$ cat src/rtl/sgls_pkg.sv
// Shared types, constants and splat pattern functions for the sensor grid LED splat block.
package sgls_pkg;

    // Field types of the request and response channels
    typedef logic [1:0] cmd_t;
    typedef logic [3:0] srow_t;
    typedef logic [2:0] scol_t;
    typedef logic [3:0] lrow_t;
    typedef logic [4:0] lcol_t;
    typedef logic [7:0] byte_t;

    // Command codes
    localparam cmd_t CMD_CLEAR = 2'd0;
    localparam cmd_t CMD_ADD   = 2'd1;
    localparam cmd_t CMD_READ  = 2'd2;
    localparam cmd_t CMD_WRITE = 2'd3;

    // Frame geometry and defaults
    localparam int    SENSOR_ROW_COUNT_DEF = 12;
    localparam int    LED_COL_COUNT        = 26;
    localparam int    ROW_BITS             = LED_COL_COUNT * 8;
    localparam byte_t FULL_SCALE_RESET     = 8'd255;

    // Register index of full_scale
    localparam logic REG_FULL_SCALE = 1'b0;

    // Left LED column of each sensor column
    function automatic lcol_t col_base(input scol_t scol);
        lcol_t b;
        case (scol)
            3'd0:    b = 5'd0;
            3'd1:    b = 5'd3;
            3'd2:    b = 5'd6;
            3'd3:    b = 5'd10;
            3'd4:    b = 5'd13;
            3'd5:    b = 5'd16;
            3'd6:    b = 5'd20;
            default: b = 5'd23;
        endcase
        return b;
    endfunction

    // Amount a sensor at column scol adds to LED column col of a row it touches
    function automatic byte_t splat_amount(input scol_t scol, input lcol_t col,
                                           input byte_t half, input byte_t quarter);
        logic signed [6:0] d;
        byte_t amt;
        d   = $signed({2'b00, col}) - $signed({2'b00, col_base(scol)});
        amt = '0;
        case (scol) inside
            3'd0:
            begin
                if (d == 7'sd0 || d == 7'sd1)
                    amt = half;
                else if (d == 7'sd2 || d == 7'sd3)
                    amt = quarter;
            end
            3'd7:
            begin
                if (d == -7'sd1 || d == 7'sd0)
                    amt = quarter;
                else if (d == 7'sd1 || d == 7'sd2)
                    amt = half;
            end
            3'd2, 3'd5:
            begin
                if (d == -7'sd1 || d == 7'sd0 || d == 7'sd3 || d == 7'sd4)
                    amt = quarter;
                else if (d == 7'sd1 || d == 7'sd2)
                    amt = half;
            end
            default:
            begin
                if (d == -7'sd1 || d == 7'sd0 || d == 7'sd2 || d == 7'sd3)
                    amt = quarter;
                else if (d == 7'sd1)
                    amt = half;
            end
        endcase
        return amt;
    endfunction

endpackage

$ cat src/rtl/sgls_req_if.sv
// Request channel: command and its operands with a valid/ready handshake.
interface sgls_req_if;
    import sgls_pkg::*;

    logic  valid;
    logic  ready;
    cmd_t  cmd;
    srow_t sensor_row;
    scol_t sensor_col;
    byte_t reading;
    byte_t cal_max;
    byte_t cal_min;
    lrow_t led_row;
    lcol_t led_col;
    byte_t write_value;

    modport source (output valid, cmd, sensor_row, sensor_col, reading, cal_max, cal_min,
                    led_row, led_col, write_value, input ready);
    modport sink (input valid, cmd, sensor_row, sensor_col, reading, cal_max, cal_min,
                  led_row, led_col, write_value, output ready);
endinterface

$ cat src/rtl/sgls_rsp_if.sv
// Response channel: LED brightness returned by a read request.
interface sgls_rsp_if;
    import sgls_pkg::*;

    logic  valid;
    logic  ready;
    byte_t read_value;

    modport source (output valid, read_value, input ready);
    modport sink (input valid, read_value, output ready);
endinterface

$ cat src/rtl/sgls_ram.sv
// Generic simple dual-port RAM with one write port and a registered read port.
module sgls_ram #(
    parameter int WIDTH = 8,
    parameter int DEPTH = 2,
    parameter int ADDR_W = (DEPTH > 1) ? $clog2(DEPTH) : 1
) (
    input  logic              clk,
    input  logic              wr_en,
    input  logic [ADDR_W-1:0] wr_addr,
    input  logic [WIDTH-1:0]  wr_data,
    input  logic              rd_en,
    input  logic [ADDR_W-1:0] rd_addr,
    output logic [WIDTH-1:0]  rd_data
);
    logic [WIDTH-1:0] mem [DEPTH];

    // Write, and register read data; data holds between reads
    always_ff @(posedge clk)
    begin
        if (wr_en)
            mem[wr_addr] <= wr_data;
        if (rd_en)
            rd_data <= mem[rd_addr];
    end
endmodule

$ cat src/rtl/sensor_grid_to_led_splat.sv
// Top level of the sensor grid LED splat block: frame store, sequencer and register port.
//
// The LED frame (SENSOR_ROW_COUNT-1 rows of 26 bytes) lives in one RAM with one row of
// 26 bytes per word, so an add or write request reads a row and writes it back, and a
// read request only reads a row. A request is taken when the sequencer is idle.
// Clear writes zero to every LED row, one row a cycle. Read and write LED go through
// accept, row read, then deliver or write back; the read result sits in an output
// register so the next request is taken while it waits. Add sensor goes through accept,
// clamp and multiply, the bit-serial divider, then a row read and write back for each
// of the one or two touched LED rows; equal or inverted calibration skips the divider.
// A sensor row beyond the grid is dropped in the accept cycle. After reset a clearing
// pass writes zero to every row, one row a cycle, before the first request is taken;
// register writes are taken at any time.
module sensor_grid_to_led_splat #(
    parameter int SENSOR_ROW_COUNT = sgls_pkg::SENSOR_ROW_COUNT_DEF
) (
    input  logic       clk,
    input  logic       rst_n,
    sgls_req_if.sink   req,
    sgls_rsp_if.source rsp,
    input  logic       psel,
    input  logic       penable,
    input  logic       pwrite,
    input  logic [2:0] paddr,
    input  logic [31:0] pwdata,
    output logic [31:0] prdata,
    output logic       pready
);
    import sgls_pkg::*;

    localparam int FRAME_ROWS = SENSOR_ROW_COUNT - 1;
    localparam int ROW_W      = (FRAME_ROWS > 1) ? $clog2(FRAME_ROWS) : 1;

    localparam logic [5:0]       SROW_LIMIT = 6'(SENSOR_ROW_COUNT);
    localparam logic [5:0]       SROW_LAST  = 6'(SENSOR_ROW_COUNT - 1);
    localparam logic [5:0]       LROW_LIMIT = 6'(FRAME_ROWS);
    localparam logic [ROW_W-1:0] ROW_LAST   = ROW_W'(FRAME_ROWS - 1);
    localparam lcol_t            LCOL_LIMIT = 5'(LED_COL_COUNT);

    // Sequencer states
    localparam logic [2:0] ST_CLEAR = 3'd0;
    localparam logic [2:0] ST_IDLE  = 3'd1;
    localparam logic [2:0] ST_MAP   = 3'd2;
    localparam logic [2:0] ST_DIV   = 3'd3;
    localparam logic [2:0] ST_RD    = 3'd4;
    localparam logic [2:0] ST_MOD   = 3'd5;
    localparam logic [2:0] ST_RDOUT = 3'd6;

    // Control state
    logic [2:0]       state_reg, state_next;
    logic [ROW_W-1:0] clr_row_reg, clr_row_next;
    logic [3:0]       div_cnt_reg, div_cnt_next;
    logic             out_valid_reg, out_valid_next;
    byte_t            full_scale_reg, full_scale_next;

    // Request operands and datapath
    cmd_t             op_reg, op_next;
    scol_t            scol_reg, scol_next;
    byte_t            reading_reg, reading_next;
    byte_t            cmax_reg, cmax_next;
    byte_t            cmin_reg, cmin_next;
    lcol_t            lcol_reg, lcol_next;
    byte_t            wval_reg, wval_next;
    logic [ROW_W-1:0] row_reg, row_next;
    logic [ROW_W-1:0] row2_reg, row2_next;
    logic             second_reg, second_next;
    logic             rd_zero_reg, rd_zero_next;
    logic [7:0]       rem_reg, rem_next;
    logic [15:0]      quo_reg, quo_next;
    logic [7:0]       den_reg, den_next;
    byte_t            br_reg, br_next;
    byte_t            out_data_reg, out_data_next;

    // Frame RAM ports
    logic                ram_wr_en, ram_rd_en;
    logic [ROW_W-1:0]    ram_wr_addr;
    logic [ROW_BITS-1:0] ram_wr_data, ram_rd_data;

    // Combinational helpers
    logic [5:0]          srow6, lrow6, srow_m1;
    logic                in_range;
    byte_t               v_hi, v_clamp, v_diff;
    logic [8:0]          rem_sh;
    logic                div_ge;
    logic [8:0]          rem_sub;
    logic [ROW_BITS-1:0] row_mod;
    byte_t               half, quarter;
    logic                cfg_wr;

    sgls_ram #(
        .WIDTH (ROW_BITS),
        .DEPTH (FRAME_ROWS),
        .ADDR_W(ROW_W)
    ) u_frame (
        .clk    (clk),
        .wr_en  (ram_wr_en),
        .wr_addr(ram_wr_addr),
        .wr_data(ram_wr_data),
        .rd_en  (ram_rd_en),
        .rd_addr(row_reg),
        .rd_data(ram_rd_data)
    );

    // Register port
    assign pready = 1'b1;
    assign cfg_wr = psel && penable && pwrite;
    assign prdata = (paddr[2] == REG_FULL_SCALE) ? {24'd0, full_scale_reg} : 32'd0;

    assign req.ready      = (state_reg == ST_IDLE);
    assign rsp.valid      = out_valid_reg;
    assign rsp.read_value = out_data_reg;

    // Address checks on the incoming request
    assign srow6    = {2'b00, req.sensor_row};
    assign lrow6    = {2'b00, req.led_row};
    assign srow_m1  = srow6 - 6'd1;
    assign in_range = (lrow6 < LROW_LIMIT) && (req.led_col < LCOL_LIMIT);

    // Clamp the reading to max, then to min
    assign v_hi    = (reading_reg > cmax_reg) ? cmax_reg : reading_reg;
    assign v_clamp = (v_hi < cmin_reg) ? cmin_reg : v_hi;
    assign v_diff  = cmax_reg - v_clamp;

    // One restoring divider step
    assign rem_sh  = {rem_reg, quo_reg[15]};
    assign div_ge  = (rem_sh >= {1'b0, den_reg});
    assign rem_sub = rem_sh - {1'b0, den_reg};

    assign half    = {1'b0, br_reg[7:1]};
    assign quarter = {2'b00, br_reg[7:2]};

    // Modified row: splat add or single byte write
    always_comb
    begin
        for (int c = 0; c < LED_COL_COUNT; c++)
        begin
            if (op_reg == CMD_WRITE)
                row_mod[c*8 +: 8] = (lcol_reg == 5'(c)) ? wval_reg : ram_rd_data[c*8 +: 8];
            else
                row_mod[c*8 +: 8] = ram_rd_data[c*8 +: 8]
                                    + splat_amount(scol_reg, 5'(c), half, quarter);
        end
    end

    // Sequencer
    always_comb
    begin
        state_next      = state_reg;
        clr_row_next    = clr_row_reg;
        div_cnt_next    = div_cnt_reg;
        out_valid_next  = out_valid_reg && !rsp.ready;
        full_scale_next = full_scale_reg;
        op_next         = op_reg;
        scol_next       = scol_reg;
        reading_next    = reading_reg;
        cmax_next       = cmax_reg;
        cmin_next       = cmin_reg;
        lcol_next       = lcol_reg;
        wval_next       = wval_reg;
        row_next        = row_reg;
        row2_next       = row2_reg;
        second_next     = second_reg;
        rd_zero_next    = rd_zero_reg;
        rem_next        = rem_reg;
        quo_next        = quo_reg;
        den_next        = den_reg;
        br_next         = br_reg;
        out_data_next   = out_data_reg;
        ram_wr_en       = 1'b0;
        ram_rd_en       = 1'b0;
        ram_wr_addr     = row_reg;
        ram_wr_data     = row_mod;

        if (cfg_wr && paddr[2] == REG_FULL_SCALE)
            full_scale_next = pwdata[7:0];

        unique case (state_reg)
            ST_CLEAR:
            begin
                ram_wr_en   = 1'b1;
                ram_wr_addr = clr_row_reg;
                ram_wr_data = '0;
                if (clr_row_reg == ROW_LAST)
                    state_next = ST_IDLE;
                else
                    clr_row_next = clr_row_reg + 1'b1;
            end
            ST_IDLE:
            begin
                if (req.valid)
                begin
                    op_next      = req.cmd;
                    scol_next    = req.sensor_col;
                    reading_next = req.reading;
                    cmax_next    = req.cal_max;
                    cmin_next    = req.cal_min;
                    lcol_next    = req.led_col;
                    wval_next    = req.write_value;
                    rd_zero_next = 1'b0;
                    unique case (req.cmd)
                        CMD_CLEAR:
                        begin
                            clr_row_next = '0;
                            state_next   = ST_CLEAR;
                        end
                        CMD_ADD:
                        begin
                            if (srow6 < SROW_LIMIT)
                            begin
                                row_next    = (srow6 == 6'd0) ? '0 : srow_m1[ROW_W-1:0];
                                row2_next   = srow6[ROW_W-1:0];
                                second_next = (srow6 != 6'd0) && (srow6 != SROW_LAST);
                                state_next  = ST_MAP;
                            end
                        end
                        CMD_READ:
                        begin
                            if (in_range)
                            begin
                                row_next   = lrow6[ROW_W-1:0];
                                state_next = ST_RD;
                            end
                            else
                            begin
                                rd_zero_next = 1'b1;
                                state_next   = ST_RDOUT;
                            end
                        end
                        CMD_WRITE:
                        begin
                            if (in_range)
                            begin
                                row_next   = lrow6[ROW_W-1:0];
                                state_next = ST_RD;
                            end
                        end
                        default:
                        begin
                            state_next = ST_IDLE;
                        end
                    endcase
                end
            end
            ST_MAP:
            begin
                // Equal calibration maps to zero, inverted to full scale
                if (cmin_reg == cmax_reg)
                begin
                    br_next    = '0;
                    state_next = ST_RD;
                end
                else if (cmin_reg > cmax_reg)
                begin
                    br_next    = full_scale_reg;
                    state_next = ST_RD;
                end
                else
                begin
                    quo_next     = 16'(v_diff) * 16'(full_scale_reg);
                    rem_next     = '0;
                    den_next     = cmax_reg - cmin_reg;
                    div_cnt_next = '0;
                    state_next   = ST_DIV;
                end
            end
            ST_DIV:
            begin
                rem_next     = div_ge ? rem_sub[7:0] : rem_sh[7:0];
                quo_next     = {quo_reg[14:0], div_ge};
                div_cnt_next = div_cnt_reg + 1'b1;
                if (div_cnt_reg == 4'hF)
                begin
                    br_next    = {quo_reg[6:0], div_ge};
                    state_next = ST_RD;
                end
            end
            ST_RD:
            begin
                // Rows are read and written strictly in turn, so no forwarding is needed
                ram_rd_en  = 1'b1;
                state_next = (op_reg == CMD_READ) ? ST_RDOUT : ST_MOD;
            end
            ST_MOD:
            begin
                ram_wr_en = 1'b1;
                if (op_reg == CMD_ADD && second_reg)
                begin
                    row_next    = row2_reg;
                    second_next = 1'b0;
                    state_next  = ST_RD;
                end
                else
                    state_next = ST_IDLE;
            end
            ST_RDOUT:
            begin
                // Hold until the output register is free
                if (!out_valid_reg || rsp.ready)
                begin
                    out_valid_next = 1'b1;
                    out_data_next  = rd_zero_reg ? '0 : ram_rd_data[{lcol_reg, 3'b000} +: 8];
                    state_next     = ST_IDLE;
                end
            end
            default:
            begin
                state_next = ST_IDLE;
            end
        endcase
    end

    // Control registers
    always_ff @(posedge clk or negedge rst_n)
    begin
        if (!rst_n)
        begin
            state_reg      <= ST_CLEAR;
            clr_row_reg    <= '0;
            div_cnt_reg    <= '0;
            out_valid_reg  <= 1'b0;
            full_scale_reg <= FULL_SCALE_RESET;
        end
        else
        begin
            state_reg      <= state_next;
            clr_row_reg    <= clr_row_next;
            div_cnt_reg    <= div_cnt_next;
            out_valid_reg  <= out_valid_next;
            full_scale_reg <= full_scale_next;
        end
    end

    // Payload registers
    always_ff @(posedge clk)
    begin
        op_reg       <= op_next;
        scol_reg     <= scol_next;
        reading_reg  <= reading_next;
        cmax_reg     <= cmax_next;
        cmin_reg     <= cmin_next;
        lcol_reg     <= lcol_next;
        wval_reg     <= wval_next;
        row_reg      <= row_next;
        row2_reg     <= row2_next;
        second_reg   <= second_next;
        rd_zero_reg  <= rd_zero_next;
        rem_reg      <= rem_next;
        quo_reg      <= quo_next;
        den_reg      <= den_next;
        br_reg       <= br_next;
        out_data_reg <= out_data_next;
    end

    // No request is taken while a frame row is being written
    a_no_wr_in_idle: assert property (@(posedge clk) disable iff (!rst_n)
        req.ready |-> !ram_wr_en)
        else $error("frame write while idle");

    // Row read and row write never share a cycle
    a_rd_wr_excl: assert property (@(posedge clk) disable iff (!rst_n)
        !(ram_rd_en && ram_wr_en))
        else $error("frame read and write in the same cycle");

    // A write back always follows the row read of the same row
    a_mod_after_rd: assert property (@(posedge clk) disable iff (!rst_n)
        (state_reg == ST_MOD) |-> ($past(state_reg) == ST_RD && $stable(row_reg)))
        else $error("write back without a preceding row read");

    // A response appears only out of the deliver state
    a_rsp_source: assert property (@(posedge clk) disable iff (!rst_n)
        $rose(rsp.valid) |-> ($past(state_reg) == ST_RDOUT))
        else $error("response raised outside the deliver state");
endmodule
$ cat src/flat_wrapper.sv
// flat-port wrapper written by rule: the top's interface ports become plain ports
module sensor_grid_to_led_splat_flat import sgls_pkg::*;
#(
    parameter int SENSOR_ROW_COUNT = sgls_pkg::SENSOR_ROW_COUNT_DEF
)
  (clk, rst_n, psel, penable, pwrite, paddr, pwdata, prdata, pready, req_valid, req_cmd, req_sensor_row, req_sensor_col, req_reading, req_cal_max, req_cal_min, req_led_row, req_led_col, req_write_value, req_ready, rsp_valid, rsp_read_value, rsp_ready);
  sgls_req_if req_i ();
  sgls_rsp_if rsp_i ();
  input  logic clk;
  input  logic rst_n;
  input  logic psel;
  input  logic penable;
  input  logic pwrite;
  input  logic [2:0] paddr;
  input  logic [31:0] pwdata;
  output logic [31:0] prdata;
  output logic pready;
  input wire logic [$bits(req_i.valid)-1:0] req_valid;
  input wire logic [$bits(req_i.cmd)-1:0] req_cmd;
  input wire logic [$bits(req_i.sensor_row)-1:0] req_sensor_row;
  input wire logic [$bits(req_i.sensor_col)-1:0] req_sensor_col;
  input wire logic [$bits(req_i.reading)-1:0] req_reading;
  input wire logic [$bits(req_i.cal_max)-1:0] req_cal_max;
  input wire logic [$bits(req_i.cal_min)-1:0] req_cal_min;
  input wire logic [$bits(req_i.led_row)-1:0] req_led_row;
  input wire logic [$bits(req_i.led_col)-1:0] req_led_col;
  input wire logic [$bits(req_i.write_value)-1:0] req_write_value;
  output wire logic [$bits(req_i.ready)-1:0] req_ready;
  output wire logic [$bits(rsp_i.valid)-1:0] rsp_valid;
  output wire logic [$bits(rsp_i.read_value)-1:0] rsp_read_value;
  input wire logic [$bits(rsp_i.ready)-1:0] rsp_ready;
  assign req_i.valid = req_valid;
  assign req_i.cmd = req_cmd;
  assign req_i.sensor_row = req_sensor_row;
  assign req_i.sensor_col = req_sensor_col;
  assign req_i.reading = req_reading;
  assign req_i.cal_max = req_cal_max;
  assign req_i.cal_min = req_cal_min;
  assign req_i.led_row = req_led_row;
  assign req_i.led_col = req_led_col;
  assign req_i.write_value = req_write_value;
  assign req_ready = req_i.ready;
  assign rsp_valid = rsp_i.valid;
  assign rsp_read_value = rsp_i.read_value;
  assign rsp_i.ready = rsp_ready;
  sensor_grid_to_led_splat #(.SENSOR_ROW_COUNT(SENSOR_ROW_COUNT)) u_core (.clk(clk), .rst_n(rst_n), .req(req_i), .rsp(rsp_i), .psel(psel), .penable(penable), .pwrite(pwrite), .paddr(paddr), .pwdata(pwdata), .prdata(prdata), .pready(pready));
endmodule
$ cat config.mk
export PLATFORM = sky130hd
export DESIGN_NAME = sensor_grid_to_led_splat_flat
export DESIGN_NICKNAME = d
export VERILOG_FILES = /design/src/rtl/sgls_pkg.sv /design/src/rtl/sgls_req_if.sv /design/src/rtl/sgls_rsp_if.sv /design/src/rtl/sgls_ram.sv /design/src/rtl/sensor_grid_to_led_splat.sv /design/src/flat_wrapper.sv
export SDC_FILE = /design/constraint.sdc
export NUM_CORES = 2
export LEC_CHECK = 0
export BUFFER_PORTS_ARGS = -buffer_cell sky130_fd_sc_hd__buf_2
export CAP_MARGIN = 0
export CORE_ASPECT_RATIO = 0.5
export CORE_UTILIZATION = 38
export CTS_CLUSTER_SIZE = 30
export DETAILED_ROUTE_END_ITERATION = 8
export PLACE_DENSITY = 0.61
export SETUP_SLACK_MARGIN = 0.5
export SKIP_CTS_REPAIR_TIMING = 1
export SLEW_MARGIN = 5
export SYNTH_ARGS = -nofsm -noshare
export SYNTH_HDL_FRONTEND = slang
export SYNTH_SLANG_ARGS = --single-unit
$ cat constraint.sdc
create_clock -name clk -period 16.1 [get_ports clk]
set_input_delay 3.22 -clock clk [delete_from_list [all_inputs] [get_ports clk]]
set_output_delay 3.22 -clock clk [all_outputs]
set_load 0.05 [all_outputs]
* Word level (Yosys, flattened, before mapping)
Memories as Yosys holds them, arrays and structs flattened. A register that Yosys moved wholly into a read port is not among the register bits. Cells that the tools add are included.
Cells by class: add/subtract/negate cells 58, multiply operators 1, order comparisons 7, equal/unequal tests 194, shift operators 1, multiplexer cells 395, bitwise operators 3, reduce and logical (&&, ||, !) cells 266
Operators by type and width (number):
- two-way mux 8 bit | 259
- two-way mux 7 bit | 62
- == test 7 x 3 -> 1 bit (second input constant) | 52
- logical OR 1 bit | 209
- adder 8 bit | 26
- two-way mux 208 bit | 1
- indexed part select 208 x 9 -> 8 bit | 1
- == test 7 x 1 -> 1 bit (second input constant) | 26
- == test 7 x 2 -> 1 bit (second input constant) | 26
- == test 7 x 4 -> 1 bit (second input constant) | 26
- zero test 7 bit | 26
- two-way mux 6 bit | 26
- subtractor 5 x 5 -> 6 bit (first input constant) | 10
- == test 5 bit (second input constant) | 10
- subtractor 4 x 5 -> 6 bit (first input constant) | 8
- two-way mux 4 bit | 11
- == test 5 x 4 -> 1 bit (second input constant) | 8
- case mux 5 bit (7 select lines) | 1
- two-way mux 16 bit | 2
- case mux 16 bit (2 select lines) | 1
- case mux 4 bit (2 select lines) | 4
- case mux 8 bit (2 select lines) | 2
- two-way mux 3 bit | 9
- subtractor 3 x 5 -> 6 bit (first input constant) | 4
- other kinds (47) | 115
Storage, ports and cells: register bits 120, RAM bits 2288, input port bits 92, output and inout port bits 43, logic and storage cells 947, memories kept 1
Memories:
- u_core.u_frame.mem | words 11, width 208, rd ports 1, clocked after Yosys merged registers in 1, write ports 1, RTL line sgls_ram.sv:15 | logic [WIDTH-1:0] mem [DEPTH];

* Longest topological paths before layout
depth in word-level cells 16, mapped depth 39, gate-level depth less buffers 38

* Cells and area by module
A second synthesis with hierarchy kept.
Second synthesis, totals: cells, all modules 7940, area, all modules 120306.6 um^2
By module, submodules not included:
- sgls_ram | times used 1, cells an instance 4897, area an instance 95381.5 um^2, seq. area each 74951.9 um^2
- sensor_grid_to_led_splat | times used 1, cells an instance 3043, area an instance 24925.2 um^2, seq. area each 3483.3 um^2

* Worst setup path after synthesis
No wires, ideal clock.
path type register -> register, from register u_core.state_reg[0], to register u_core.state_reg[1], library setup time 0.153 ns, data arrival time 16.803 ns, required time 15.947 ns, setup slack -0.856 ns, cell stages (with the launch flop) 5, path buffers 1, period minus slack after synthesis 16.956 ns, cells stage by stage dfrtp_1 -> clkbuf_1 -> nor3_1 -> a221oi_1 -> o211ai_1
On the way: cells in the longest elaborated chain, start to end 3, elaborated cells on any way between the ends 15, classes of those cells eq/ne: 12; mux: 1; reduce/logical: 2
RTL lines:
- start, declared | RTL line sensor_grid_to_led_splat.sv:50 | logic [2:0] state_reg, state_next;
- start signal, assigned | RTL line sensor_grid_to_led_splat.sv:325 | state_reg <= state_next;
- == test 3 x 1 -> 1 bit, or another cell as far along | RTL line sensor_grid_to_led_splat.sv:177 | unique case (state_reg)
- != test 3 x 2 -> 1 bit (no source line), or another cell as far along
- AND reduction 6 bit (no source line)
Parallel ways exist; a longest one is shown, timed or not. A chain may end at the register's enable or synchronous reset.

* Final worst setup path
from register u_core.cmax_reg[1], to register u_core.quo_reg[14] (data pin)
On the way: cells in the longest elaborated chain, start to end 9
RTL lines:
- start, declared | RTL line sensor_grid_to_led_splat.sv:60 | byte_t cmax_reg, cmax_next;
- start signal, assigned | RTL line sensor_grid_to_led_splat.sv:339 | cmax_reg <= cmax_next;
- greater-than comparator 8 bit | RTL line sensor_grid_to_led_splat.sv:120 | assign v_hi = (reading_reg > cmax_reg) ? cmax_reg : reading_reg;
- two-way mux 8 bit | RTL line sensor_grid_to_led_splat.sv:120
- < comparator 8 bit | RTL line sensor_grid_to_led_splat.sv:121 | assign v_clamp = (v_hi < cmin_reg) ? cmin_reg : v_hi;
- two-way mux 8 bit | RTL line sensor_grid_to_led_splat.sv:121
- subtractor 8 bit (*) | RTL line sensor_grid_to_led_splat.sv:122 | assign v_diff = cmax_reg - v_clamp;
- multiplier 8 x 8 -> 16 bit (*) | RTL line sensor_grid_to_led_splat.sv:259 | quo_next = 16'(v_diff) * 16'(full_scale_reg);
- two-way mux 16 bit (*) | RTL line sensor_grid_to_led_splat.sv:252 | else if (cmin_reg > cmax_reg)
- two-way mux 16 bit (*) | RTL line sensor_grid_to_led_splat.sv:247 | if (cmin_reg == cmax_reg)
- case mux 16 bit (2 select lines) (*) | RTL line sensor_grid_to_led_splat.sv:177
- net u_core.quo_next[14] | RTL line sensor_grid_to_led_splat.sv:69 | logic [15:0] quo_reg, quo_next;
- end signal, assigned | RTL line sensor_grid_to_led_splat.sv:348 | quo_reg <= quo_next;
- end, declared | RTL line sensor_grid_to_led_splat.sv:69
The timed path passes the listed nets; every way through them passes the cells marked *. The select of a mux whose other input is x is not followed.

==> results.py <==
metrics = {
    "sta": {
        "fmax_mhz": 99.16,
        "setup_viol": 0,
        "finClkSkew_ns": 0.1026,
        "fin_crit_sh": 0.6264,
        "hold_violations": 0,
        "fin_tns_setup_ns": 0,
        "holdWs_ns": 0.5122,
        "maxSlewViolCount": 24,
        "min_period_ns": 10.08,
        "setup_ws_ns": 6.016,
        "tightest_slew_ns": 1.527,
        "rsz0062_at_grt": "false",
        "relSlewSlack": -0.02400,
    },
    "worst_setup_path": {
        "r2r_cells": 38,
        "start_kind": "flop",
        "path_max_fanout": 8,
        "critPathArrivalTime_ns": 10.69,
        "r2r_start": "u_core.cmax_reg[1]",
        "crit_type": "flop to flop",
        "path_common_cell": "fa_1",
        "crit_path_start": "u_core.cmax_reg[1]",
        "slowest_stage": "o31ai_1",
        "endpoint_kind": "flop",
        "crit_required_ns": 16.70,
        "crit_path_max_incr_delay_ns": 0.63,
        "rrSetupSlack_ns": 6.02,
        "regToRegEndpoint": "u_core.quo_reg[14]",
    },
    "pwr": {
        "p_per_area_nw_per_um2": 203.6,
        "p_leak_nw": 45.50,
        "vdd_drop_max_mv": 0.4175,
    },
    "drt": {
        "topRoutingLayerUsed": "met5",
        "ant_nets": 0,
        "first_pass_iters": 9,
        "drcViolationCount": 2,
        "wl_met3_um": 30510,
        "wl_met1_um": 142100,
        "viasPerCell": 5.685,
        "drtIter0Drc": 8133,
        "wl_per_cell_um": 26.95,
        "routed_wl_um": 324200,
        "routed-wl-met2_um": 141000,
        "vias": 68410,
    },
    "placement": {
        "dp_slack_ns": 6.000,
        "dpl-instance-area_um2": 124200,
        "finalWeightedCongestion": 0.9268,
        "dpl.hpwl_um": 190600,
        "place_inst": 11590,
        "numPortBuffers": 83,
    },
    "cts": {
        "clk_path_buf_depth": 4,
        "cts-buffers-inserted": 241,
        "clk_latency_ns": 0.93,
        "cts-htree-levels": 4,
        "cts_sinks": 2615,
        "cts.clk_slew.worst_paths_ns": 0.06,
        "cts_tree": "built",
        "cts_root_buffer": "clkbuf_16",
    },
    "cells_and_area": {
        "fin_nets": 8098,
        "largest_reg_flops": 2288,
        "fin_area_um2": 132000,
        "syn2layout_area_growth_pct": 11.47,
        "layout.cells.non_filler": 12030,
        "drive_above_1_share": 0.1594,
        "nFillCells": 27320,
    },
    "floorplanning": {
        "start_util": 0.3833,
        "coreArea_um2": 309000,
        "die_h_um": 396.8,
        "rows": 144,
        "io_pins": 135,
        "die_area_um2": 314100,
        "dieWidth_um": 791.6,
    },
    "logic_synthesis": {
        "synth.distinct_cells": 108,
        "synthFlopType": "edfxtp_1",
        "synth_cells": 7565,
        "async_flop_share": 0.007648,
        "synth_edf_count": 2595,
        "syn_area_um2": 118400,
        "yosysSeqAreaShare": 0.6622,
        "ys_warn_count": 0,
        "synth_seq_cells": 2615,
        "postSynthAreaPerCell_um2": 15.66,
    },
    "worst_hold_path": {
        "holdPathEnd": "u_core.div_cnt_reg[2]",
        "holdCritPathClass": "flop to flop",
        "hp-start": "u_core.div_cnt_reg[2]",
        "whs_path_depth": 1,
    },
    "grt": {
        "antenna_found_initial": 19,
        "track_usage": 0.2023,
        "grt_max_degree": 158,
        "grt-ovfl-total": 0,
        "grt_pass1_wl_um": 469900,
        "grt_pass1_vias": 66560,
    },
    "outcome": {
        "violations": "DRC, capacitance limit, slew limit",
        "status": "finished with violations",
    },
    "run": {
        "maxCapViolCount": 2,
    },
}
[worst max-delay path: cells and delay by family, from the launching register on]
family                     cells  cell delay [ns]
xor gates and xnor gates       2             0.78
DFF                            1             0.43
and+or+nand+nor                6             1.05
buffers and inverters          5             0.76
AOI/OAI and AO/OA             15             3.07
adders and majority gates      9             3.38
muxes                          1             0.34
[placed cells by master (no fill, tap or decap), types with 37 or more instances in the layout]
master	instances
buf_2	83
ha_1	267
nand2_1	669
nor3_1	57
o21bai_1	54
nor2b_1	43
mux2i_1	593
clkbuf_16	242
a21o_1	69
a21oi_1	253
and2_1	63
xnor2_1	122
a211oi_1	173
clkinv_2	41
mux4_2	472
xor2_1	37
o21ai_0	537
fa_1	65
a22o_1	50
buf_4	205
edfxtp_1	2595
clkbuf_1	42
clkinv_1	52
inv_1	229
nor2_1	294
[layout make-up]
cell class              count  area [um2]  share of cell area
well taps                4161        5206             0.03943
multi-input cells        4273       37490              0.2839
clock buffers             284        6213             0.04706
flip-flops and latches   2615       78440              0.5941
inverters                 239       897.1            0.006795
diodes                      5       12.51          0.00009477
clock inverters           152        1519             0.01150
repair buffers            303        2255             0.01708
[routing by layer]
metal	vias up	track usage
met4	14	0.06188
met1	35340	0.2976
met3	555	0.04237
li1	29580	-
met2	2922	0.3019
met5	-	0
[cell families after synthesis]
kind of cell               after synthesis  synth area share
DFF                                   2615            0.6622
AOI/OAI and AO/OA                     1390           0.07325
and+or+nand+nor                       1277           0.04710
muxes                                 1080            0.1414
buffers and inverters                  705           0.02457
adders and majority gates              336           0.03956
xor gates and xnor gates               160           0.01189
other                                    2        0.00006341
[power breakdown]
| part | internal (W) | switching, W |
|---|---|---|
| clock network | 0.00318 | 0.00255 |
| registers | 0.00985 | 0.000320 |
| logic | 0.00409 | 0.00689 |
[worst max path at each step]
| stage | end | cells past startpoint | slack (ns) |
|---|---|---|---|
| 4_1_cts | u_core.quo_reg[14] | 38 | 5.95 |
| 3_5_place_dp | u_core.quo_reg[14] | 38 | 6.00 |
| 6_report | u_core.quo_reg[14] | 38 | 6.02 |
| 5_1_grt | u_core.quo_reg[14] | 38 | 5.34 |
| 3_3_place_gp | u_core.quo_reg[14] | 38 | 6.02 |
| 2_1_floorplan | u_core.u_frame.mem[8][0] | 8 | 5.20 |
[cell usage after synthesis (11+ instances only)]
cell type     n  area [um2]
inv_1       230       863.3
clkbuf_1    271        1017
edfxtp_1   2595       77920
xor2_1       37       324.1
a22o_1       50       437.9
and3_1       11       68.82
o22ai_1      28       175.2
and2_1       64       400.4
o21ai_1      28       140.1
buf_4        29       217.7
nor3_1       59       295.3
a21o_1       69       518.0
a22oi_1      17       127.6
buf_1        57       214.0
dfrtp_1      12       300.3
o21bai_1     54       405.4
ha_1        268        3353
mux4_2      472       10630
nand2_1     670        2515
a21oi_1     253        1266
nor2b_1      43       269.0
buf_2       106       530.5
mux2i_1     593        5936
a32o_1       14       140.1
a31oi_1      11       68.82
o21a_1       19       142.6
fa_1         65        1301
xnor2_1     122        1069
mux2_2       12       135.1
nand3_1      31       155.2
a211oi_1    205        1539
o21ai_0     537        2688
nand2b_1     15       93.84
or3_1        12       75.07
nor2_1      305        1145
[metrics by stage]
stage | util | power (W)
6_report | 0.4273 | 0.02689
3_5_place_dp | 0.4018 | 0.02122
4_1_cts | 0.4268 | 0.02700
3_3_place_gp | 0.4018 | 0.02118
2_1_floorplan | - | 0.01812
5_1_grt | 0.4272 | 0.02850
Power figures use the tool's default switching activity.
